<file path="src/cdta_pkg.sv">
package cdta_pkg;

    localparam int YEAR_BITS = 16;

    localparam int QUEUE_DEPTH = 2;
    localparam int QUEUE_PTR_W = (QUEUE_DEPTH > 1) ? $clog2(QUEUE_DEPTH) : 1;
    localparam int QUEUE_CNT_W = $clog2(QUEUE_DEPTH + 1);

    localparam logic FUNC_SET = 1'b0;
    localparam logic FUNC_ADD = 1'b1;

    localparam logic [5:0] SEC_PER_MIN  = 6'd60;
    localparam logic [5:0] MIN_PER_HOUR = 6'd60;
    localparam logic [4:0] HOUR_PER_DAY = 5'd24;
    localparam logic [3:0] MONTH_PER_YR = 4'd12;
    localparam logic [4:0] MAX_DAY_ADD  = 5'd27;
    localparam logic [3:0] MAX_MON_ADD  = 4'd11;

    localparam logic [4:0] MONTH_SHORT = 5'd28;
    localparam logic [4:0] MONTH_MID   = 5'd30;
    localparam logic [4:0] MONTH_LONG  = 5'd31;

    localparam logic [5:0]           RST_SECOND = 6'd0;
    localparam logic [5:0]           RST_MINUTE = 6'd0;
    localparam logic [4:0]           RST_HOUR   = 5'd0;
    localparam logic [4:0]           RST_DAY    = 5'd1;
    localparam logic [3:0]           RST_MONTH  = 4'd1;
    localparam logic [YEAR_BITS-1:0] RST_YEAR   = YEAR_BITS'(2000);

    // One classified transaction as it waits between the front and back parts.
    typedef struct packed {
        logic                 is_add;
        logic                 rejected;
        logic [5:0]           sec;
        logic [5:0]           min;
        logic [4:0]           hour;
        logic [4:0]           day;
        logic [3:0]           month;
        logic [YEAR_BITS-1:0] year;
    } t_cmd;

    function automatic logic [4:0] month_len(input logic [3:0] month);
        logic [4:0] len;
        case (month)
            4'd4, 4'd6, 4'd9, 4'd11: len = MONTH_MID;
            4'd2:                    len = MONTH_SHORT;
            default:                 len = MONTH_LONG;
        endcase
        return len;
    endfunction

endpackage

</file>
<file path="src/cdta_if.sv">
interface cdta_in_if import cdta_pkg::*; ();
    logic                 valid;
    logic                 ready;
    logic                 func;
    logic [5:0]           sec_value;
    logic [5:0]           min_value;
    logic [4:0]           hour_value;
    logic [4:0]           day_value;
    logic [3:0]           month_value;
    logic [YEAR_BITS-1:0] year_value;

    modport source (
        output valid, func, sec_value, min_value, hour_value, day_value,
               month_value, year_value,
        input  ready
    );
    modport sink (
        input  valid, func, sec_value, min_value, hour_value, day_value,
               month_value, year_value,
        output ready
    );
endinterface

interface cdta_out_if import cdta_pkg::*; ();
    logic                 valid;
    logic                 ready;
    logic [5:0]           out_second;
    logic [5:0]           out_minute;
    logic [4:0]           out_hour;
    logic [4:0]           out_day;
    logic [3:0]           out_month;
    logic [YEAR_BITS-1:0] out_year;
    logic                 rejected;
    logic                 year_overflow;

    modport source (
        output valid, out_second, out_minute, out_hour, out_day, out_month,
               out_year, rejected, year_overflow,
        input  ready
    );
    modport sink (
        input  valid, out_second, out_minute, out_hour, out_day, out_month,
               out_year, rejected, year_overflow,
        output ready
    );
endinterface

</file>
<file path="src/cdta_front.sv">
module cdta_front import cdta_pkg::*; (
    cdta_in_if.sink i_in,
    input  logic    i_q_ready,
    output logic    o_q_valid,
    output t_cmd    o_q_cmd
);

    logic set_ok;
    logic add_ok;

    // Validation does not depend on the stored date, so it is done on entry.
    always_comb begin
        set_ok = (i_in.month_value >= 4'd1) && (i_in.month_value <= MONTH_PER_YR) &&
                 (i_in.day_value >= 5'd1) &&
                 (i_in.day_value <= month_len(i_in.month_value)) &&
                 (i_in.hour_value < HOUR_PER_DAY) &&
                 (i_in.min_value < MIN_PER_HOUR) &&
                 (i_in.sec_value < SEC_PER_MIN);
        add_ok = (i_in.day_value <= MAX_DAY_ADD) &&
                 (i_in.month_value <= MAX_MON_ADD) &&
                 (i_in.hour_value < HOUR_PER_DAY) &&
                 (i_in.min_value < MIN_PER_HOUR) &&
                 (i_in.sec_value < SEC_PER_MIN);
    end

    always_comb begin
        o_q_cmd.is_add   = (i_in.func == FUNC_ADD);
        o_q_cmd.rejected = (i_in.func == FUNC_ADD) ? !add_ok : !set_ok;
        o_q_cmd.sec      = i_in.sec_value;
        o_q_cmd.min      = i_in.min_value;
        o_q_cmd.hour     = i_in.hour_value;
        o_q_cmd.day      = i_in.day_value;
        o_q_cmd.month    = i_in.month_value;
        o_q_cmd.year     = i_in.year_value;
    end

    assign o_q_valid  = i_in.valid;
    assign i_in.ready = i_q_ready;

endmodule

</file>
<file path="src/cdta_queue.sv">
module cdta_queue import cdta_pkg::*; (
    input  logic i_clk,
    input  logic i_rst_n,
    input  logic i_push_valid,
    output logic o_push_ready,
    input  t_cmd i_push_cmd,
    output logic o_pop_valid,
    input  logic i_pop_ready,
    output t_cmd o_pop_cmd
);

    t_cmd                   r_mem [QUEUE_DEPTH];
    logic [QUEUE_PTR_W-1:0] r_wr_ptr, n_wr_ptr;
    logic [QUEUE_PTR_W-1:0] r_rd_ptr, n_rd_ptr;
    logic [QUEUE_CNT_W-1:0] r_count, n_count;
    logic                   push;
    logic                   pop;

    assign o_push_ready = (r_count != QUEUE_CNT_W'(QUEUE_DEPTH));
    assign o_pop_valid  = (r_count != '0);
    assign o_pop_cmd    = r_mem[r_rd_ptr];
    assign push         = i_push_valid && o_push_ready;
    assign pop          = o_pop_valid && i_pop_ready;

    always_comb begin
        n_wr_ptr = r_wr_ptr;
        n_rd_ptr = r_rd_ptr;
        n_count  = r_count;
        if (push) begin
            n_wr_ptr = (r_wr_ptr == QUEUE_PTR_W'(QUEUE_DEPTH - 1)) ? '0
                                                                 : r_wr_ptr + 1'b1;
        end
        if (pop) begin
            n_rd_ptr = (r_rd_ptr == QUEUE_PTR_W'(QUEUE_DEPTH - 1)) ? '0
                                                                 : r_rd_ptr + 1'b1;
        end
        if (push && !pop) begin
            n_count = r_count + 1'b1;
        end else if (pop && !push) begin
            n_count = r_count - 1'b1;
        end
    end

    always_ff @(posedge i_clk) begin
        if (!i_rst_n) begin
            r_wr_ptr <= '0;
            r_rd_ptr <= '0;
            r_count  <= '0;
        end else begin
            r_wr_ptr <= n_wr_ptr;
            r_rd_ptr <= n_rd_ptr;
            r_count  <= n_count;
        end
    end

    always_ff @(posedge i_clk) begin
        if (push) begin
            r_mem[r_wr_ptr] <= i_push_cmd;
        end
    end

endmodule

</file>
<file path="src/cdta_back.sv">
module cdta_back import cdta_pkg::*; (
    input  logic     i_clk,
    input  logic     i_rst_n,
    input  logic     i_q_valid,
    output logic     o_q_ready,
    input  t_cmd     i_q_cmd,
    cdta_out_if.source o_out
);

    logic [5:0]           r_sec, r_min;
    logic [4:0]           r_hour, r_day;
    logic [3:0]           r_month;
    logic [YEAR_BITS-1:0] r_year;

    logic                 r_out_valid;
    logic [5:0]           r_out_sec, r_out_min;
    logic [4:0]           r_out_hour, r_out_day;
    logic [3:0]           r_out_month;
    logic [YEAR_BITS-1:0] r_out_year;
    logic                 r_out_rej, r_out_ovf;

    logic [5:0]           n_sec, n_min;
    logic [4:0]           n_hour, n_day;
    logic [3:0]           n_month;
    logic [YEAR_BITS-1:0] n_year;
    logic                 n_ovf;

    logic [6:0]           s_sum, m_sum;
    logic [5:0]           h_sum, d_sum;
    logic [4:0]           mo_sum;
    logic [YEAR_BITS:0]   y_sum;
    logic                 c_sec, c_min, c_hour, c_day, c_mon;
    logic [4:0]           cur_len, new_len;
    logic [5:0]           d_wrap;
    logic                 pop;

    assign o_q_ready = !r_out_valid || o_out.ready;
    assign pop       = i_q_valid && o_q_ready;

    // Add chain: each field wraps at most once and carries one upward.
    always_comb begin
        s_sum   = {1'b0, r_sec} + {1'b0, i_q_cmd.sec};
        c_sec   = (s_sum >= {1'b0, SEC_PER_MIN});
        n_sec   = c_sec ? 6'(s_sum - {1'b0, SEC_PER_MIN}) : s_sum[5:0];

        m_sum   = {1'b0, r_min} + {1'b0, i_q_cmd.min} + 7'(c_sec);
        c_min   = (m_sum >= {1'b0, MIN_PER_HOUR});
        n_min   = c_min ? 6'(m_sum - {1'b0, MIN_PER_HOUR}) : m_sum[5:0];

        h_sum   = {1'b0, r_hour} + {1'b0, i_q_cmd.hour} + 6'(c_min);
        c_hour  = (h_sum >= {1'b0, HOUR_PER_DAY});
        n_hour  = c_hour ? 5'(h_sum - {1'b0, HOUR_PER_DAY}) : h_sum[4:0];

        cur_len = month_len(r_month);
        d_sum   = {1'b0, r_day} + {1'b0, i_q_cmd.day} + 6'(c_hour);
        c_day   = (d_sum > {1'b0, cur_len});
        d_wrap  = c_day ? (d_sum - {1'b0, cur_len}) : d_sum;

        mo_sum  = {1'b0, r_month} + {1'b0, i_q_cmd.month} + 5'(c_day);
        c_mon   = (mo_sum > {1'b0, MONTH_PER_YR});
        n_month = c_mon ? 4'(mo_sum - {1'b0, MONTH_PER_YR}) : mo_sum[3:0];

        // A day past the end of the new month is pulled back to its last day.
        new_len = month_len(n_month);
        n_day   = (d_wrap > {1'b0, new_len}) ? new_len : d_wrap[4:0];

        y_sum   = {1'b0, r_year} + {1'b0, i_q_cmd.year} + (YEAR_BITS + 1)'(c_mon);
        n_ovf   = y_sum[YEAR_BITS];
        n_year  = n_ovf ? '1 : y_sum[YEAR_BITS-1:0];
    end

    always_ff @(posedge i_clk) begin
        if (!i_rst_n) begin
            r_sec       <= RST_SECOND;
            r_min       <= RST_MINUTE;
            r_hour      <= RST_HOUR;
            r_day       <= RST_DAY;
            r_month     <= RST_MONTH;
            r_year      <= RST_YEAR;
            r_out_valid <= 1'b0;
        end else begin
            if (pop) begin
                r_out_valid <= 1'b1;
            end else if (o_out.ready) begin
                r_out_valid <= 1'b0;
            end
            if (pop && !i_q_cmd.rejected) begin
                if (i_q_cmd.is_add) begin
                    r_sec   <= n_sec;
                    r_min   <= n_min;
                    r_hour  <= n_hour;
                    r_day   <= n_day;
                    r_month <= n_month;
                    r_year  <= n_year;
                end else begin
                    r_sec   <= i_q_cmd.sec;
                    r_min   <= i_q_cmd.min;
                    r_hour  <= i_q_cmd.hour;
                    r_day   <= i_q_cmd.day;
                    r_month <= i_q_cmd.month;
                    r_year  <= i_q_cmd.year;
                end
            end
        end
    end

    always_ff @(posedge i_clk) begin
        if (pop) begin
            r_out_rej <= i_q_cmd.rejected;
            if (i_q_cmd.rejected) begin
                r_out_sec   <= r_sec;
                r_out_min   <= r_min;
                r_out_hour  <= r_hour;
                r_out_day   <= r_day;
                r_out_month <= r_month;
                r_out_year  <= r_year;
                r_out_ovf   <= 1'b0;
            end else if (i_q_cmd.is_add) begin
                r_out_sec   <= n_sec;
                r_out_min   <= n_min;
                r_out_hour  <= n_hour;
                r_out_day   <= n_day;
                r_out_month <= n_month;
                r_out_year  <= n_year;
                r_out_ovf   <= n_ovf;
            end else begin
                r_out_sec   <= i_q_cmd.sec;
                r_out_min   <= i_q_cmd.min;
                r_out_hour  <= i_q_cmd.hour;
                r_out_day   <= i_q_cmd.day;
                r_out_month <= i_q_cmd.month;
                r_out_year  <= i_q_cmd.year;
                r_out_ovf   <= 1'b0;
            end
        end
    end

    assign o_out.valid         = r_out_valid;
    assign o_out.out_second    = r_out_sec;
    assign o_out.out_minute    = r_out_min;
    assign o_out.out_hour      = r_out_hour;
    assign o_out.out_day       = r_out_day;
    assign o_out.out_month     = r_out_month;
    assign o_out.out_year      = r_out_year;
    assign o_out.rejected      = r_out_rej;
    assign o_out.year_overflow = r_out_ovf;

endmodule

</file>
<file path="src/calendar_datetime_adder_unit.sv">
// Stored date-time with set and add transactions on a fixed 365-day calendar.
// Every input transaction yields exactly one result: the stored fields after
// the step, a rejected flag for an invalid set or an out-of-range offset, and
// a year_overflow flag when an add saturates the year. One transaction is
// accepted per clock cycle while the queue has room and the output side is
// not stalled. An accepted transaction is first written into the queue; the
// back part then pops it and loads its result into the output register,
// from which it can be taken. That throughput is set by the back part,
// which runs the whole seconds-to-years carry chain against the stored
// date combinationally. A two-entry queue between validation and the back
// part, plus the output register, lets either side stall independently.
module calendar_datetime_adder_unit import cdta_pkg::*; (
    input  logic        i_clk,
    input  logic        i_rst_n,
    cdta_in_if.sink     i_in,
    cdta_out_if.source  o_out
);

    logic q_push_valid;
    logic q_push_ready;
    t_cmd q_push_cmd;
    logic q_pop_valid;
    logic q_pop_ready;
    t_cmd q_pop_cmd;

    cdta_front u_front (
        .i_in      (i_in),
        .i_q_ready (q_push_ready),
        .o_q_valid (q_push_valid),
        .o_q_cmd   (q_push_cmd)
    );

    cdta_queue u_queue (
        .i_clk        (i_clk),
        .i_rst_n      (i_rst_n),
        .i_push_valid (q_push_valid),
        .o_push_ready (q_push_ready),
        .i_push_cmd   (q_push_cmd),
        .o_pop_valid  (q_pop_valid),
        .i_pop_ready  (q_pop_ready),
        .o_pop_cmd    (q_pop_cmd)
    );

    cdta_back u_back (
        .i_clk     (i_clk),
        .i_rst_n   (i_rst_n),
        .i_q_valid (q_pop_valid),
        .o_q_ready (q_pop_ready),
        .i_q_cmd   (q_pop_cmd),
        .o_out     (o_out)
    );

endmodule
</file>
<file path="src/flat_wrapper.sv">
// flat-port wrapper written by rule: the top's interface ports become plain ports
module calendar_datetime_adder_unit_flat import cdta_pkg::*;
  (i_clk, i_rst_n, i_in_valid, i_in_func, i_in_sec_value, i_in_min_value, i_in_hour_value, i_in_day_value, i_in_month_value, i_in_year_value, i_in_ready, o_out_valid, o_out_out_second, o_out_out_minute, o_out_out_hour, o_out_out_day, o_out_out_month, o_out_out_year, o_out_rejected, o_out_year_overflow, o_out_ready);
  cdta_in_if i_in_i ();
  cdta_out_if o_out_i ();
  input  logic i_clk;
  input  logic i_rst_n;
  input wire logic [$bits(i_in_i.valid)-1:0] i_in_valid;
  input wire logic [$bits(i_in_i.func)-1:0] i_in_func;
  input wire logic [$bits(i_in_i.sec_value)-1:0] i_in_sec_value;
  input wire logic [$bits(i_in_i.min_value)-1:0] i_in_min_value;
  input wire logic [$bits(i_in_i.hour_value)-1:0] i_in_hour_value;
  input wire logic [$bits(i_in_i.day_value)-1:0] i_in_day_value;
  input wire logic [$bits(i_in_i.month_value)-1:0] i_in_month_value;
  input wire logic [$bits(i_in_i.year_value)-1:0] i_in_year_value;
  output wire logic [$bits(i_in_i.ready)-1:0] i_in_ready;
  output wire logic [$bits(o_out_i.valid)-1:0] o_out_valid;
  output wire logic [$bits(o_out_i.out_second)-1:0] o_out_out_second;
  output wire logic [$bits(o_out_i.out_minute)-1:0] o_out_out_minute;
  output wire logic [$bits(o_out_i.out_hour)-1:0] o_out_out_hour;
  output wire logic [$bits(o_out_i.out_day)-1:0] o_out_out_day;
  output wire logic [$bits(o_out_i.out_month)-1:0] o_out_out_month;
  output wire logic [$bits(o_out_i.out_year)-1:0] o_out_out_year;
  output wire logic [$bits(o_out_i.rejected)-1:0] o_out_rejected;
  output wire logic [$bits(o_out_i.year_overflow)-1:0] o_out_year_overflow;
  input wire logic [$bits(o_out_i.ready)-1:0] o_out_ready;
  assign i_in_i.valid = i_in_valid;
  assign i_in_i.func = i_in_func;
  assign i_in_i.sec_value = i_in_sec_value;
  assign i_in_i.min_value = i_in_min_value;
  assign i_in_i.hour_value = i_in_hour_value;
  assign i_in_i.day_value = i_in_day_value;
  assign i_in_i.month_value = i_in_month_value;
  assign i_in_i.year_value = i_in_year_value;
  assign i_in_ready = i_in_i.ready;
  assign o_out_valid = o_out_i.valid;
  assign o_out_out_second = o_out_i.out_second;
  assign o_out_out_minute = o_out_i.out_minute;
  assign o_out_out_hour = o_out_i.out_hour;
  assign o_out_out_day = o_out_i.out_day;
  assign o_out_out_month = o_out_i.out_month;
  assign o_out_out_year = o_out_i.out_year;
  assign o_out_rejected = o_out_i.rejected;
  assign o_out_year_overflow = o_out_i.year_overflow;
  assign o_out_i.ready = o_out_ready;
  calendar_datetime_adder_unit u_core (.i_clk(i_clk), .i_rst_n(i_rst_n), .i_in(i_in_i), .o_out(o_out_i));
endmodule
</file>
<file path="config.mk">
export PLATFORM = sky130hd
export DESIGN_NAME = calendar_datetime_adder_unit_flat
export DESIGN_NICKNAME = d
export VERILOG_FILES = /design/src/cdta_pkg.sv /design/src/cdta_if.sv /design/src/cdta_front.sv /design/src/cdta_queue.sv /design/src/cdta_back.sv /design/src/calendar_datetime_adder_unit.sv /design/src/flat_wrapper.sv
export SDC_FILE = /design/constraint.sdc
export NUM_CORES = 1
export LEC_CHECK = 0
export BUFFER_PORTS_ARGS = -buffer_cell sky130_fd_sc_hd__buf_2
export CORE_AREA = 2 2 137 139
export DETAILED_ROUTE_END_ITERATION = 16
export DIE_AREA = 0 0 139 141
export PLACE_DENSITY = 0.83
export SLEW_MARGIN = 40
export SYNTH_ARGS = -nofsm -noshare
export SYNTH_HDL_FRONTEND = slang
export SYNTH_SLANG_ARGS = --single-unit
</file>
<file path="constraint.sdc">
create_clock -name i_clk -period 13.51 [get_ports i_clk]
set_clock_uncertainty 0.2 [all_clocks]
set_input_delay 2.0265 -clock i_clk [delete_from_list [all_inputs] [get_ports i_clk]]
set_output_delay 2.0265 -clock i_clk [all_outputs]
set_load 0.01 [all_outputs]
</file>
# Word-level counts from Yosys, hierarchy flattened
# Memory sizes are Yosys's and may differ from the RTL's. A register that Yosys moved wholly into a read port is not among the register bits.
# Cells that the tools add are included.
[totals] regBits=91 latchBits=0 ram_bits=88 mem_bits_ro=0 out_inout_bits=46 wordCells=133 n_memories=1
[mem_list] name="u_core.u_queue.r_mem" depth=2 width=44 read_ports=1 rd_clocked_by_memory_dff=1 wr=1 line_no="cdta_queue.sv:12" rtl="t_cmd r_mem [QUEUE_DEPTH];"
[op_classes] n_addsub=20 multipliers=0 div=0 n_lt_le_gt_ge=15 n_eq_ne=16 shift=0 mux=33 bitwise=1 reduce_logical=29
[op_table] operator="2-to-1 mux 16 bit" n=3
[op_table] operator="2-to-1 mux 6 bit" n=7
[op_table] operator="2-to-1 mux 5 bit" n=6
[op_table] operator="== test 4 x 3 -> 1 bit, second input constant" n=6
[op_table] operator="== test 4 bit, second input constant" n=6
[op_table] operator="adder 16 x 16 -> 17 bit" n=1
[op_table] operator="adder 17 x 1 -> 17 bit" n=1
[op_table] operator="logical AND 1 bit" n=15
[op_table] operator="adder 6 x 6 -> 7 bit" n=2
[op_table] operator="greater-or-equal comparator 7 x 6 -> 1 bit, second input constant" n=2
[op_table] operator="adder 5 x 5 -> 6 bit" n=2
[op_table] operator="adder 6 x 1 -> 6 bit" n=2
[op_table] operator="== test 4 x 2 -> 1 bit, second input constant" n=3
[op_table] operator="greater-than comparator 6 x 5 -> 1 bit" n=2
[op_table] operator="less-than comparator 6 bit, second input constant" n=2
[op_table] operator="2-to-1 mux 4 bit" n=3
[op_table] operator="case mux 2 bit (2 select lines)" n=3
[op_table] operator="OR reduction 4 bit" n=3
[op_table] operator="subtractor 6 bit, second input constant" n=2
[op_table] operator="2-to-1 mux 1 bit" n=9
[op_table] operator="less-or-equal comparator 4 bit, second input constant" n=2
[op_table] operator="adder 7 x 1 -> 7 bit" n=1
[op_table] operator="greater-or-equal comparator 6 x 5 -> 1 bit, second input constant" n=1
[op_table] operator="logical NOT 1 bit" n=6
[op_table] operator="other kinds (20)" n=24

# Logic depth before layout (Yosys ltp)
[depth] depth_word=18 depth_mapped=61 depth_no_buf=58

# Hierarchy
# A second synthesis with hierarchy kept.
[hier_totals] hier_cells=925 area_unflattened_um2=10049.6
[by_module_without_submodules] mod="cdta_back" n_inst=1 cells_each=695 area_each_um2=6144.6
[by_module_without_submodules] mod="cdta_queue" n_inst=1 cells_each=161 area_each_um2=3413.3
[by_module_without_submodules] mod="cdta_front" n_inst=1 cells_each=69 area_each_um2=491.7

# Least setup slack after synthesis
# No wires, ideal clock.
[synth_timing] path_type="reg-to-reg" start="register with a tool-made name" end="register u_core.u_back.r_out_year[4] (netlist: u_core.u_back.o_out.out_year[4]), data pin" setup_time_ns=0.267 arrival_time_ns=11.690 t_required_ns=13.043 slack_ns=1.354 path_stages_with_launch=54 n_path_buf=3 synth_period_minus_slack_ns=12.156 path_cell_list="dfxtp_1 > buf_2 > buf_1 > mux2_2 > ha_1 > a21o_1 > a21oi_1 > xnor2_1 > ha_1 > a32o_1 > a31o_2 > fa_1 > a21o_1 > a21oi_1 > xnor2_1 > ha_1 > a32o_1 > a31oi_1 > [18 not listed] > fa_1 > xor2_1 > ha_1 > nand2_1 > o21ai_1 > and4bb_2 > nor3_1 > inv_1 > a21oi_1 > fa_1 > nor2b_1 > o31a_1 > nor3_1 > o21ai_1 > a221o_1 > or3_1 > o21ai_0 > o21ai_0"
[synth_rtl] item="to (signal assigned)" line_no="cdta_back.sv:116" rtl="r_out_year <= r_year;"
[synth_rtl] item="to (signal assigned)" line_no="cdta_back.sv:124" rtl="r_out_year <= n_year;"
[synth_rtl] item="to (signal assigned)" line_no="cdta_back.sv:132" rtl="r_out_year <= i_q_cmd.year;"
[synth_rtl] item="to (decl)" line_no="cdta_back.sv:19" rtl="logic [YEAR_BITS-1:0] r_out_year;"

==> flow_summary.ini <==
[status]
outcome = finished, final reports clean

[finish]
fin_util_pct = 60.5
nets = 1101
drive_gt1_share_pct = 19.6
final_cell_mix = edfxtp_1, nand2_1, o21ai_0, buf_2, ha_1
diodes = 0
area_growth_pct = 13.1
stdcell_count = 1242
final_common_cell = edfxtp_1

[placed_design]
dp.cells = 1208
post-dp-hpwl_um = 15100
gp_congestion = 0.904
pre_cts_ws_ps = 596
numPortBuffers = 92

[drt]
drt-initial-drc-count = 587
antenna_left = 0
avgRoutedWirePerCell_um = 17.8
dr.pass1.iters = 5
drc = 0
viasPerCell = 5.85
drt_wl_total_um = 22100
routed-via-count = 7269

[pwr]
p_leak_nw = 4.39
pwr-share-comb_pct = 56.2
p_int_mw = 1.75
power_frac_clock_pct = 15.2
seq_power_share_pct = 28.6
fin_total_pwr_mw = 3.07
switching_power_mw = 1.32
p_sw_share_pct = 43.0
irDropWorstVdd_mv = 0.165
power.density_mw_per_mm2 = 278

[floorplanning]
rows = 50
fp.dieH_um = 141
coreArea_mm2 = 0.0183
die_w_um = 139
initial_core_util_pct = 53.5
num_io_pins = 93
die_area_mm2 = 0.0196

[synthesis]
synth_cell_type_count = 73
avgSynthCellArea_um2 = 10.7
yosysSeqAreaShare_pct = 50.4
postSynthCellCount = 912
syn-cell-area_mm2 = 0.00978
async_flop_share_pct = 0
ys_ff_latch = 180
synth_flop_cell = edfxtp_1
synth_warnings = 0
synth_edf_count = 132
synth_nets = 1018

[clock_network]
cts_tree = done
htree_levels = 4
cts_sinks = 180
clk_latency_ps = 440
holdBufCountCts = 0
numCtsBuffers = 17
clock_path_buffers = 2
clk_pin_slew_ps = 70
clock-root-buffer = clkbuf_16

[setup_path]
cp.required_ps = 13450
slowest_stage = fa_1
cpPeakStageDelay_ps = 520
worst-path-max-fanout = 16
cp_data_arrival_time_ps = 12570
crit_top_cell = fa_1
end_kind = flip-flop
start_kind = flip-flop
worstSetupPathType = reg2reg
rrSetupSlack_ps = 880

[run]
cap_violations = 0

[sta]
relSlewSlack_pct = 42.4
slew_viol_final = 0
worst_slew_pin_slew_ps = 852
worst_slack_ps = 876
fin_crit_ps = 12630
fmax_mhz = 79.2
fin_crit_sh_pct = 93.5
final-hold-violation-count = 0
finalSetupViolCount = 0

[grt]
antenna_found_initial = 0
grt.total_usage_pct = 23.0
grt_pass1_wl_um = 35600
grt_max_degree = 81
grt_pass1_vias = 7059
grt_overflow = 0

[worst_hold_path]
hp-class = reg2reg
hp-start = u_core.u_back.r_year[13]
metal layers:
layer | global-route usage, % | up-vias | share of wire (%)
met1 | 28.3 | 3498 | 43
li1 | - | 3527 | -
met2 | 41.0 | 218 | 51
met5 | 0 | - | 0
met4 | 6.70 | 0 | 1.6
met3 | 4.65 | 26 | 4.8
worst max-delay path, delay by kind of cell (launching register included):
family / cells / cell delay [ps]
DFF: 1 / 360
muxes: 1 / 380
adders and majority gates: 11 / 3720
and+or+nand+nor: 15 / 2400
AOI/OAI and AO/OA: 19 / 4130
xor gates and xnor gates: 3 / 630
buffers and inverters: 3 / 510
registers in the layout (all words and copies together), names as in the netlist, 6 cells and up, named ones only:
| signal | cells |
|---|---|
| u_core.u_back.o_out.out_minute | 6 |
| u_core.u_back.r_min | 6 |
| u_core.u_back.r_sec | 6 |
| u_core.u_back.o_out.out_second | 6 |
| u_core.u_queue.r_mem | 88 |
| u_core.u_back.r_year | 16 |
| u_core.u_back.o_out.out_year | 16 |
kinds of logic (layout without fill, tap and decap cells):
group	after synthesis	count (layout)	share of synthesized area (%)
and+or+nand+nor	267	267	13.0
DFF	180	180	50.4
xor gates and xnor gates	35	35	3.29
muxes	56	56	6.35
buffers and inverters	73	169	2.96
AOI/OAI and AO/OA	242	242	15.7
adders and majority gates	59	59	8.39
cells in the mapped netlist (all sizes together), types with 4 or more instances:
cell    instances  area, um^2
and2           21         131
or3             6        37.5
a21o           19         145
o31a            5        43.8
o21bai          7        52.6
xor2           12         113
nand2         111         417
and3           11        73.8
xnor2          23         209
a21boi          5        37.5
nor2b           7        43.8
mux2           45         510
fa             11         220
a211oi          6        50.1
nor3           12        60.1
a21oi          41         205
ha             48         601
o211ai         10        75.1
nor4            6        37.5
o22ai           7        43.8
nor2           40         150
a211o           4        35.0
o31ai           5        37.5
inv            35         131
buf            11        56.3
edfxtp        132        3960
nand4           6        37.5
nand3          26         130
o21ai          97         489
nand2b         10        62.6
dfxtp          48         961
clkbuf         27         101
mux2i          11         110
a31oi          11        68.8
final cells by class:
cell class              instances  area [um^2]
clock buffers                  20          447
clock inverters                12          105
fillers                      1452         7210
inverters                      35          134
multi-input cells             659         4620
flip-flops and latches        180         4930
well taps                     234          293
repair buffers                102          538
what timing repair did:
item / 4_1_cts / 5_1_grt
setup endpoints to repair: 0 / 33
gates resized for setup: 0 / 4
endpoints found under the hold margin: 0 / 0
buffers inserted: 0 / 2
path summary, 6_finish.rpt:
| check | end | cells after the start |
|---|---|---|
| setup reg to reg | u_core.u_back.o_out.out_year[4] | 52 |
| setup / recovery | u_core.u_back.o_out.out_year[4] | 52 |
| hold reg to reg | u_core.u_back.r_year[13] | 2 |
| hold / removal | u_core.u_back.r_year[13] | 2 |
per-stage QoR:
step / TNS (ps) / hold WS [ps] / instance area (um^2)
after global routing: -39.7 / 324 / 11100
after global placement: 0 / 278 / 10500
after detailed placement: 0 / 287 / 10500
after floorplan: 0 / 258 / 9780
after CTS: 0 / 300 / 11000
final: 0 / 304 / 11100
power groups by stage:
| stage | Combinational [mW] | Clock, mW | Sequential [mW] |
|---|---|---|---|
| 2_1_floorplan | 1.24 | 0 | 0.906 |
| 3_3_place_gp | 1.64 | 0 | 0.880 |
| 3_5_place_dp | 1.68 | 0 | 0.886 |
| 4_1_cts | 1.69 | 0.473 | 0.878 |
| 5_1_grt | 1.91 | 0.497 | 0.893 |
| 6_report | 1.73 | 0.466 | 0.878 |
Power figures use the tool's default switching activity.
